## src/hw/rtl/fbc_pkg.sv

```systemverilog
// fbc_pkg: shared constants, types and the F-function table of the feistel cipher
// no dependencies

package fbc_pkg;

  localparam int BLOCK_W        = 32;
  localparam int HALF_W         = 16;
  localparam int MAX_ROUNDS     = 10;
  localparam int ROUND_COUNT_DEF = 10;
  localparam int DIGITS         = 8;
  localparam int CFG_INDEX_W    = 2;
  localparam int CFG_DATA_W     = 64;

  typedef enum logic [CFG_INDEX_W-1:0] {
    CFG_SUBKEYS_LOW  = 2'd0,
    CFG_SUBKEYS_MID  = 2'd1,
    CFG_SUBKEYS_HIGH = 2'd2
  } cfg_index_t;

  typedef logic [HALF_W-1:0] half_t;
  typedef logic [BLOCK_W-1:0] block_t;

  localparam half_t SEL_TABLE [DIGITS][4] = '{
    '{16'habcb, 16'h7386, 16'h6ea3, 16'h4128},
    '{16'h689b, 16'h22c7, 16'h532d, 16'ha42b},
    '{16'h0e52, 16'hf025, 16'h8724, 16'h9ac0},
    '{16'h776a, 16'h629f, 16'h4510, 16'h3188},
    '{16'h1111, 16'hda99, 16'h52bc, 16'hdead},
    '{16'hdeaf, 16'hbeef, 16'h5810, 16'h7219},
    '{16'h733b, 16'h5ac7, 16'h2468, 16'h9753},
    '{16'h8263, 16'h820d, 16'he72f, 16'h410c}
  };

endpackage

```

## src/hw/rtl/fbc_if.sv

```systemverilog
// fbc_if: valid/ready channel interfaces for plaintext, ciphertext and config words
// depends on fbc_pkg

interface fbc_in_if;
  logic                        valid;
  logic                        ready;
  logic [fbc_pkg::BLOCK_W-1:0] plain_block;
  modport source (output valid, output plain_block, input ready);
  modport sink (input valid, input plain_block, output ready);
endinterface

interface fbc_out_if;
  logic                        valid;
  logic                        ready;
  logic [fbc_pkg::BLOCK_W-1:0] cipher_block;
  modport source (output valid, output cipher_block, input ready);
  modport sink (input valid, input cipher_block, output ready);
endinterface

interface fbc_cfg_if;
  logic                            valid;
  logic                            ready;
  logic [fbc_pkg::CFG_INDEX_W-1:0] reg_index;
  logic [fbc_pkg::CFG_DATA_W-1:0]  wr_data;
  modport source (output valid, output reg_index, output wr_data, input ready);
  modport sink (input valid, input reg_index, input wr_data, output ready);
endinterface

```

## src/hw/rtl/feistel_block_cipher_32bit.sv

```systemverilog
// feistel_block_cipher_32bit: pipelined 32-bit feistel cipher, one round per stage
// depends on fbc_pkg, fbc_if, fbc_round
//
// usage
//   in_ch   : plaintext words, valid/ready, accepted when both are high
//   out_ch  : ciphertext words, valid/ready, one per plaintext word, in order
//   cfg_ch  : subkey register writes, always ready; index 0 low group,
//             1 mid group, 2 high group, other indexes ignored
// pipeline: one stage per round, each stage registers its round output;
//   the last stage register drives out_ch directly
// throughput: one word per cycle while out_ch is not stalled; each stage
//   holds its round logic (eight table lookups and a three-level adder tree)
// stall: each stage holds its word while the next one is full and stalled;
//   empty stages keep filling, so in_ch.ready drops only once the whole
//   pipeline is full behind a stalled receiver; nothing is lost or repeated
// reset: rst_n synchronous active low, clears all stage valid bits and the
//   subkeys to zero; write subkeys only while the pipeline is empty

module feistel_block_cipher_32bit #(
  parameter int ROUND_COUNT = fbc_pkg::ROUND_COUNT_DEF
) (
  input  logic      clk,
  input  logic      rst_n,
  fbc_in_if.sink    in_ch,
  fbc_out_if.source out_ch,
  fbc_cfg_if.sink   cfg_ch
);
  import fbc_pkg::*;

  logic [63:0] key_low_r;
  logic [63:0] key_mid_r;
  logic [31:0] key_high_r;
  half_t       subkey [MAX_ROUNDS];

  block_t data_r   [ROUND_COUNT];
  block_t round_in [ROUND_COUNT];
  block_t round_out [ROUND_COUNT];
  logic [ROUND_COUNT-1:0] vld_r;
  logic [ROUND_COUNT-1:0] vld_in;
  logic [ROUND_COUNT-1:0] stg_ready;
  logic [ROUND_COUNT-1:0] next_ready;

  assign cfg_ch.ready = 1'b1;

  always_ff @(posedge clk) begin
    if (!rst_n) begin
      key_low_r  <= '0;
      key_mid_r  <= '0;
      key_high_r <= '0;
    end else if (cfg_ch.valid) begin
      unique case (cfg_ch.reg_index)
        CFG_SUBKEYS_LOW:  key_low_r  <= cfg_ch.wr_data;
        CFG_SUBKEYS_MID:  key_mid_r  <= cfg_ch.wr_data;
        CFG_SUBKEYS_HIGH: key_high_r <= cfg_ch.wr_data[31:0];
        default: ;
      endcase
    end
  end

  always_comb begin
    for (int i = 0; i < 4; i++) begin
      subkey[i]   = key_low_r[63-16*i -: HALF_W];
      subkey[i+4] = key_mid_r[63-16*i -: HALF_W];
    end
    subkey[8] = key_high_r[31:16];
    subkey[9] = key_high_r[15:0];
  end

  for (genvar s = 0; s < ROUND_COUNT; s++) begin : g_stage
    if (s == 0) begin : g_first
      assign round_in[s] = in_ch.plain_block;
      assign vld_in[s]   = in_ch.valid;
    end else begin : g_rest
      assign round_in[s] = data_r[s-1];
      assign vld_in[s]   = vld_r[s-1];
    end

    if (s == ROUND_COUNT - 1) begin : g_last
      assign next_ready[s] = out_ch.ready;
    end else begin : g_mid
      assign next_ready[s] = stg_ready[s+1];
    end

    assign stg_ready[s] = !vld_r[s] || next_ready[s];

    fbc_round u_round (
      .subkey    (subkey[s]),
      .block_in  (round_in[s]),
      .block_out (round_out[s])
    );

    always_ff @(posedge clk) begin
      if (!rst_n) begin
        vld_r[s] <= 1'b0;
      end else if (stg_ready[s]) begin
        vld_r[s] <= vld_in[s];
      end
    end

    always_ff @(posedge clk) begin
      if (stg_ready[s] && vld_in[s]) begin
        data_r[s] <= round_out[s];
      end
    end
  end

  assign in_ch.ready         = stg_ready[0];
  assign out_ch.valid        = vld_r[ROUND_COUNT-1];
  assign out_ch.cipher_block = data_r[ROUND_COUNT-1];

endmodule

```

## src/hw/rtl/fbc_round.sv

```systemverilog
// fbc_round: one feistel round, key xor, table-driven F function and half swap
// depends on fbc_pkg

module fbc_round (
  input  logic [fbc_pkg::HALF_W-1:0]  subkey,
  input  logic [fbc_pkg::BLOCK_W-1:0] block_in,
  output logic [fbc_pkg::BLOCK_W-1:0] block_out
);
  import fbc_pkg::*;

  half_t keyed;
  half_t right;
  half_t words [DIGITS];
  half_t sum_a [4];
  half_t sum_b [2];
  half_t f_out;

  assign keyed = block_in[BLOCK_W-1 -: HALF_W] ^ subkey;
  assign right = block_in[HALF_W-1:0];

  always_comb begin
    for (int k = 0; k < DIGITS; k++) begin
      words[k] = SEL_TABLE[k][keyed[HALF_W-1-2*k -: 2]];
    end
  end

  // balanced adder tree, mod 2^16
  always_comb begin
    for (int i = 0; i < 4; i++) begin
      sum_a[i] = words[2*i] + words[2*i+1];
    end
    for (int i = 0; i < 2; i++) begin
      sum_b[i] = sum_a[2*i] + sum_a[2*i+1];
    end
    f_out = sum_b[0] + sum_b[1];
  end

  assign block_out = {f_out ^ right, keyed};

endmodule

```

## src/flat_wrapper.sv

```systemverilog
// flat-port wrapper written by rule: the top's interface ports become plain ports
module feistel_block_cipher_32bit_flat import fbc_pkg::*;
#(
  parameter int ROUND_COUNT = fbc_pkg::ROUND_COUNT_DEF
)
  (clk, rst_n, in_ch_valid, in_ch_plain_block, in_ch_ready, out_ch_valid, out_ch_cipher_block, out_ch_ready, cfg_ch_valid, cfg_ch_reg_index, cfg_ch_wr_data, cfg_ch_ready);
  fbc_in_if in_ch_i ();
  fbc_out_if out_ch_i ();
  fbc_cfg_if cfg_ch_i ();
  input  logic clk;
  input  logic rst_n;
  input wire logic [$bits(in_ch_i.valid)-1:0] in_ch_valid;
  input wire logic [$bits(in_ch_i.plain_block)-1:0] in_ch_plain_block;
  output wire logic [$bits(in_ch_i.ready)-1:0] in_ch_ready;
  output wire logic [$bits(out_ch_i.valid)-1:0] out_ch_valid;
  output wire logic [$bits(out_ch_i.cipher_block)-1:0] out_ch_cipher_block;
  input wire logic [$bits(out_ch_i.ready)-1:0] out_ch_ready;
  input wire logic [$bits(cfg_ch_i.valid)-1:0] cfg_ch_valid;
  input wire logic [$bits(cfg_ch_i.reg_index)-1:0] cfg_ch_reg_index;
  input wire logic [$bits(cfg_ch_i.wr_data)-1:0] cfg_ch_wr_data;
  output wire logic [$bits(cfg_ch_i.ready)-1:0] cfg_ch_ready;
  assign in_ch_i.valid = in_ch_valid;
  assign in_ch_i.plain_block = in_ch_plain_block;
  assign in_ch_ready = in_ch_i.ready;
  assign out_ch_valid = out_ch_i.valid;
  assign out_ch_cipher_block = out_ch_i.cipher_block;
  assign out_ch_i.ready = out_ch_ready;
  assign cfg_ch_i.valid = cfg_ch_valid;
  assign cfg_ch_i.reg_index = cfg_ch_reg_index;
  assign cfg_ch_i.wr_data = cfg_ch_wr_data;
  assign cfg_ch_ready = cfg_ch_i.ready;
  feistel_block_cipher_32bit #(.ROUND_COUNT(ROUND_COUNT)) u_core (.clk(clk), .rst_n(rst_n), .in_ch(in_ch_i), .out_ch(out_ch_i), .cfg_ch(cfg_ch_i));
endmodule
```

## config.mk

```make
export PLATFORM = sky130hd
export DESIGN_NAME = feistel_block_cipher_32bit_flat
export DESIGN_NICKNAME = d
export VERILOG_FILES = /design/src/hw/rtl/fbc_pkg.sv /design/src/hw/rtl/fbc_if.sv /design/src/hw/rtl/feistel_block_cipher_32bit.sv /design/src/hw/rtl/fbc_round.sv /design/src/flat_wrapper.sv
export SDC_FILE = /design/constraint.sdc
export NUM_CORES = 2
export LEC_CHECK = 0
export BUFFER_PORTS_ARGS = -buffer_cell sky130_fd_sc_hd__buf_2
export CORE_MARGIN = 4
export CORE_UTILIZATION = 45
export DETAILED_ROUTE_END_ITERATION = 6
export HOLD_SLACK_MARGIN = 0.12
export PLACE_DENSITY_LB_ADDON = 0.12
export SLEW_MARGIN = 20
export SYNTH_ARGS = -nofsm -noshare
export SYNTH_HDL_FRONTEND = slang
export SYNTH_SLANG_ARGS = --single-unit
```

## constraint.sdc

```tcl
create_clock -name clk -period 6.8 [get_ports clk]
set_clock_uncertainty 0.1 [all_clocks]
set_input_delay 1.36 -clock clk [delete_from_list [all_inputs] [get_ports clk]]
set_output_delay 1.36 -clock clk [all_outputs]
set_load 0.01 [all_outputs]
```

==> flow_summary.rst <==
.. list-table::
   :header-rows: 1

   * - Metric
     - Value
   * - Status
     - finished, final reports clean
   * - Slew at the pin with the worst max-slew slack
     - between 1 and 1.5 ns
   * - Synth Area per Inst
     - roughly 11 um2
   * - Synth area leader
     - sky130_fd_sc_hd__fa_1
   * - P&R area growth vs syn
     - 10.4%
   * - Vias/cell
     - 4.92
   * - Number of synthesized register bits
     - around 500
   * - Setup repair after global routing missed its margin
     - no
   * - Dominant register cell in the synthesized netlist
     - sky130_fd_sc_hd__edfxtp_1
   * - Clock Pin Slew Worst Setup and Hold Paths
     - 0.06 ns
   * - Count of maximum capacitance violations
     - 0
   * - WS Path Type
     - flip-flop to flip-flop
   * - Tightest slew margin relative to the limit
     - 29.3%
   * - Share of the synthesized area in the top cell type
     - 26.0%
   * - CP Data Required Time
     - 7.11 ns
   * - Weighted congestion reported at the end of routability-driven placement
     - ~0.92
   * - FP Rows
     - roughly 120
   * - Number of buffers created by CTS
     - 61
   * - Root buffer selected by CTS
     - sky130_fd_sc_hd__clkbuf_16
   * - Die X
     - 339 um
   * - Die area
     - 0.115 mm2
   * - Biggest fanout along the worst timing path
     - 4
   * - Count of final max-slew check failures
     - 0
   * - PostCTS Resize Cnt
     - 0
   * - Most common cell in the netlist
     - sky130_fd_sc_hd__inv_1
   * - Vias in the first global route
     - 32535
   * - TritonCTS clock tree
     - done
   * - Final setup violation count
     - 0
   * - Cell variety after synth
     - just under 60
   * - Net count after synthesis
     - approximately 5900
   * - Placeable Area
     - 0.109 mm2
   * - Synth cell count leaders
     - sky130_fd_sc_hd__inv_1 (1051), sky130_fd_sc_hd__fa_1 (640), sky130_fd_sc_hd__ha_1 (530)
   * - WL final
     - 138000 um
   * - Average wire per standard cell
     - around 22 um
   * - HPWL after detailed placement
     - 119000 um
   * - YS warnings
     - 0
   * - Arrival time at the worst endpoint
     - 6.28 ns
   * - Congestion Overflow GR
     - 0
   * - Hold/Removal Path Class
     - flip-flop to flip-flop
   * - Setup TNS
     - 0 ns
   * - Final net count
     - roughly 6200
   * - Residual DRC count
     - 0
   * - Share of the cycle needed by the critical path after routing
     - 87.8%
   * - CP Launch Type
     - flip-flop
   * - Cell count after placement
     - between 6000 and 7000
   * - Number of instances in the synthesized netlist
     - 4656
   * - First-pass GRT wire length
     - roughly 210000 um
   * - Top achievable clock speed
     - 168 MHz
   * - Worst-skew pair later-pin latency
     - 0.67 ns
   * - Number of vias after detailed routing
     - 31209
   * - Post-synth ARST share
     - 0%
   * - Number of H-tree levels
     - 2
   * - Cell types with the largest area share after synthesis
     - sky130_fd_sc_hd__fa_1 (26%), sky130_fd_sc_hd__edfxtp_1 (20%), sky130_fd_sc_hd__ha_1 (13%), sky130_fd_sc_hd__inv_1 (8.0%), sky130_fd_sc_hd__xnor2_1 (7.7%)
   * - Final core area utilization
     - 50.0%
   * - Die H
     - 339 um
   * - Post-detailed-route count of antenna-violating nets
     - 0
   * - Number of clock sinks
     - 490
   * - Final hold violations
     - 0
   * - Layout cells sized above 1
     - 8.90%
   * - CP Capture Type
     - flip-flop
   * - Post-synthesis instance area
     - 0.0492 mm2
   * - First-pass iteration count of the detailed router
     - 5
   * - Starting density of the core
     - 45.3%
   * - Count of fill cells added during filler insertion
     - 10195
   * - Quantity of hold-fixing buffers added after cts
     - 0
   * - CTS max path bufs
     - 3
   * - Initial detailed-routing violation count
     - 2057
   * - I/O pin count
     - 138
   * - Pin count of the biggest net entering global routing
     - approximately 70
   * - Number of flops mapped to enable cells by yosys
     - 320
   * - Final cell count without fillers
     - 6349
   * - Number of buffers inserted by post-CTS setup repair
     - 0
   * - Sequential fraction of the synthesis area
     - 26.4%
   * - Number of antenna violations at the first check in global routing
     - 2
   * - Number of buffers inserted by port buffering
     - 136
   * - GRT Overall Usage
     - between 20% and 30%
   * - Crit path time final
     - approximately 6 ns
-- per-stage QoR --
stage               worst slack [ns]  area (um2)  hold WS (ns)
floorplan                      0.676       49200         0.355
global placement               0.228       52200         0.364
detailed placement             0.244       52200         0.369
CTS                            0.844       54300         0.377
global route                   0.512       54300         0.399
finish                         0.832       54300         0.372
-- critical path, stage by stage, from the launching register on --
cell and delay, ns:
sky130_fd_sc_hd__edfxtp_1 0.42, sky130_fd_sc_hd__xnor2_1 0.49, sky130_fd_sc_hd__inv_1 0.27, sky130_fd_sc_hd__ha_1 0.33, sky130_fd_sc_hd__inv_1 0.10, sky130_fd_sc_hd__fa_1 0.41, sky130_fd_sc_hd__inv_1 0.09, sky130_fd_sc_hd__fa_1 0.43
sky130_fd_sc_hd__fa_1 0.49, sky130_fd_sc_hd__inv_1 0.05, sky130_fd_sc_hd__fa_1 0.47, sky130_fd_sc_hd__inv_1 0.04, sky130_fd_sc_hd__ha_1 0.22, sky130_fd_sc_hd__fa_1 0.47, sky130_fd_sc_hd__a21o_1 0.20, sky130_fd_sc_hd__a21oi_1 0.29
sky130_fd_sc_hd__o211ai_1 0.18, sky130_fd_sc_hd__a31oi_1 0.40, sky130_fd_sc_hd__a21oi_1 0.14, sky130_fd_sc_hd__xnor2_1 0.14
-- sequential cells by signal, indices dropped and copies added, names as in the netlist --
signal and cells:
u_core.vld_in 9, u_core.key_high_r 32, u_core.data_r 320, u_core.key_low_r 64, u_core.out_ch.valid 1, u_core.key_mid_r 64
-- final cells by class --
cell class	count	area, um2	share of cell area, %
Antenna cell	1	2.50	0.00461
Clock inverter	38	440	0.811
Clock buffer	78	1670	3.08
Sequential cell	490	13000	24.0
Inverter	1084	4080	7.51
Timing Repair Buffer	226	1400	2.57
Tap cell	1414	1770	3.26
Multi-Input combinational cell	3018	32000	58.8
-- layer usage --
metal,vias up,GRT usage [%],share of wire (%)
met5,-,0,0
met4,0,5.31,2.2
met3,131,3.09,5.0
met2,712,38.6,45
met1,15559,36.1,48
li1,14807,-,-
-- layout by cell type, fill, tap and decap left out, types with 135 or more instances in the layout --
master,count
sky130_fd_sc_hd__nand2_1,467
sky130_fd_sc_hd__dfxtp_1,170
sky130_fd_sc_hd__ha_1,530
sky130_fd_sc_hd__xnor2_1,433
sky130_fd_sc_hd__xor2_1,206
sky130_fd_sc_hd__inv_1,1051
sky130_fd_sc_hd__a21boi_0,163
sky130_fd_sc_hd__fa_1,640
sky130_fd_sc_hd__edfxtp_1,320
sky130_fd_sc_hd__buf_2,135
-- cell families (layout without fill, tap and decap cells) --
logic type,count (synthesis),in the layout,share of synthesized area (%)
adders and majority gates,1182,1182,39.8
xor gates and xnor gates,664,664,12.3
AOI/OAI and AO/OA,501,501,6.89
other,1,2,0.00762
DFF,490,490,26.4
and+or+nand+nor,670,670,5.84
buffers and inverters,1148,1426,8.79
-- path summary, 6_finish.rpt --
path,depth (start not counted),slack (ns),end,startpoint
setup / recovery,19,0.83,u_core.data_r[4][30],u_core.data_r[3][24]
hold / removal,2,0.37,u_core.key_high_r[23],u_core.key_high_r[23]
setup reg to reg,19,0.83,u_core.data_r[4][30],u_core.data_r[3][24]
hold reg to reg,2,0.37,u_core.key_high_r[23],u_core.key_high_r[23]
Power is not shown: default switching activity piles up to over one toggle a cycle in this logic, so the estimate is an artifact.
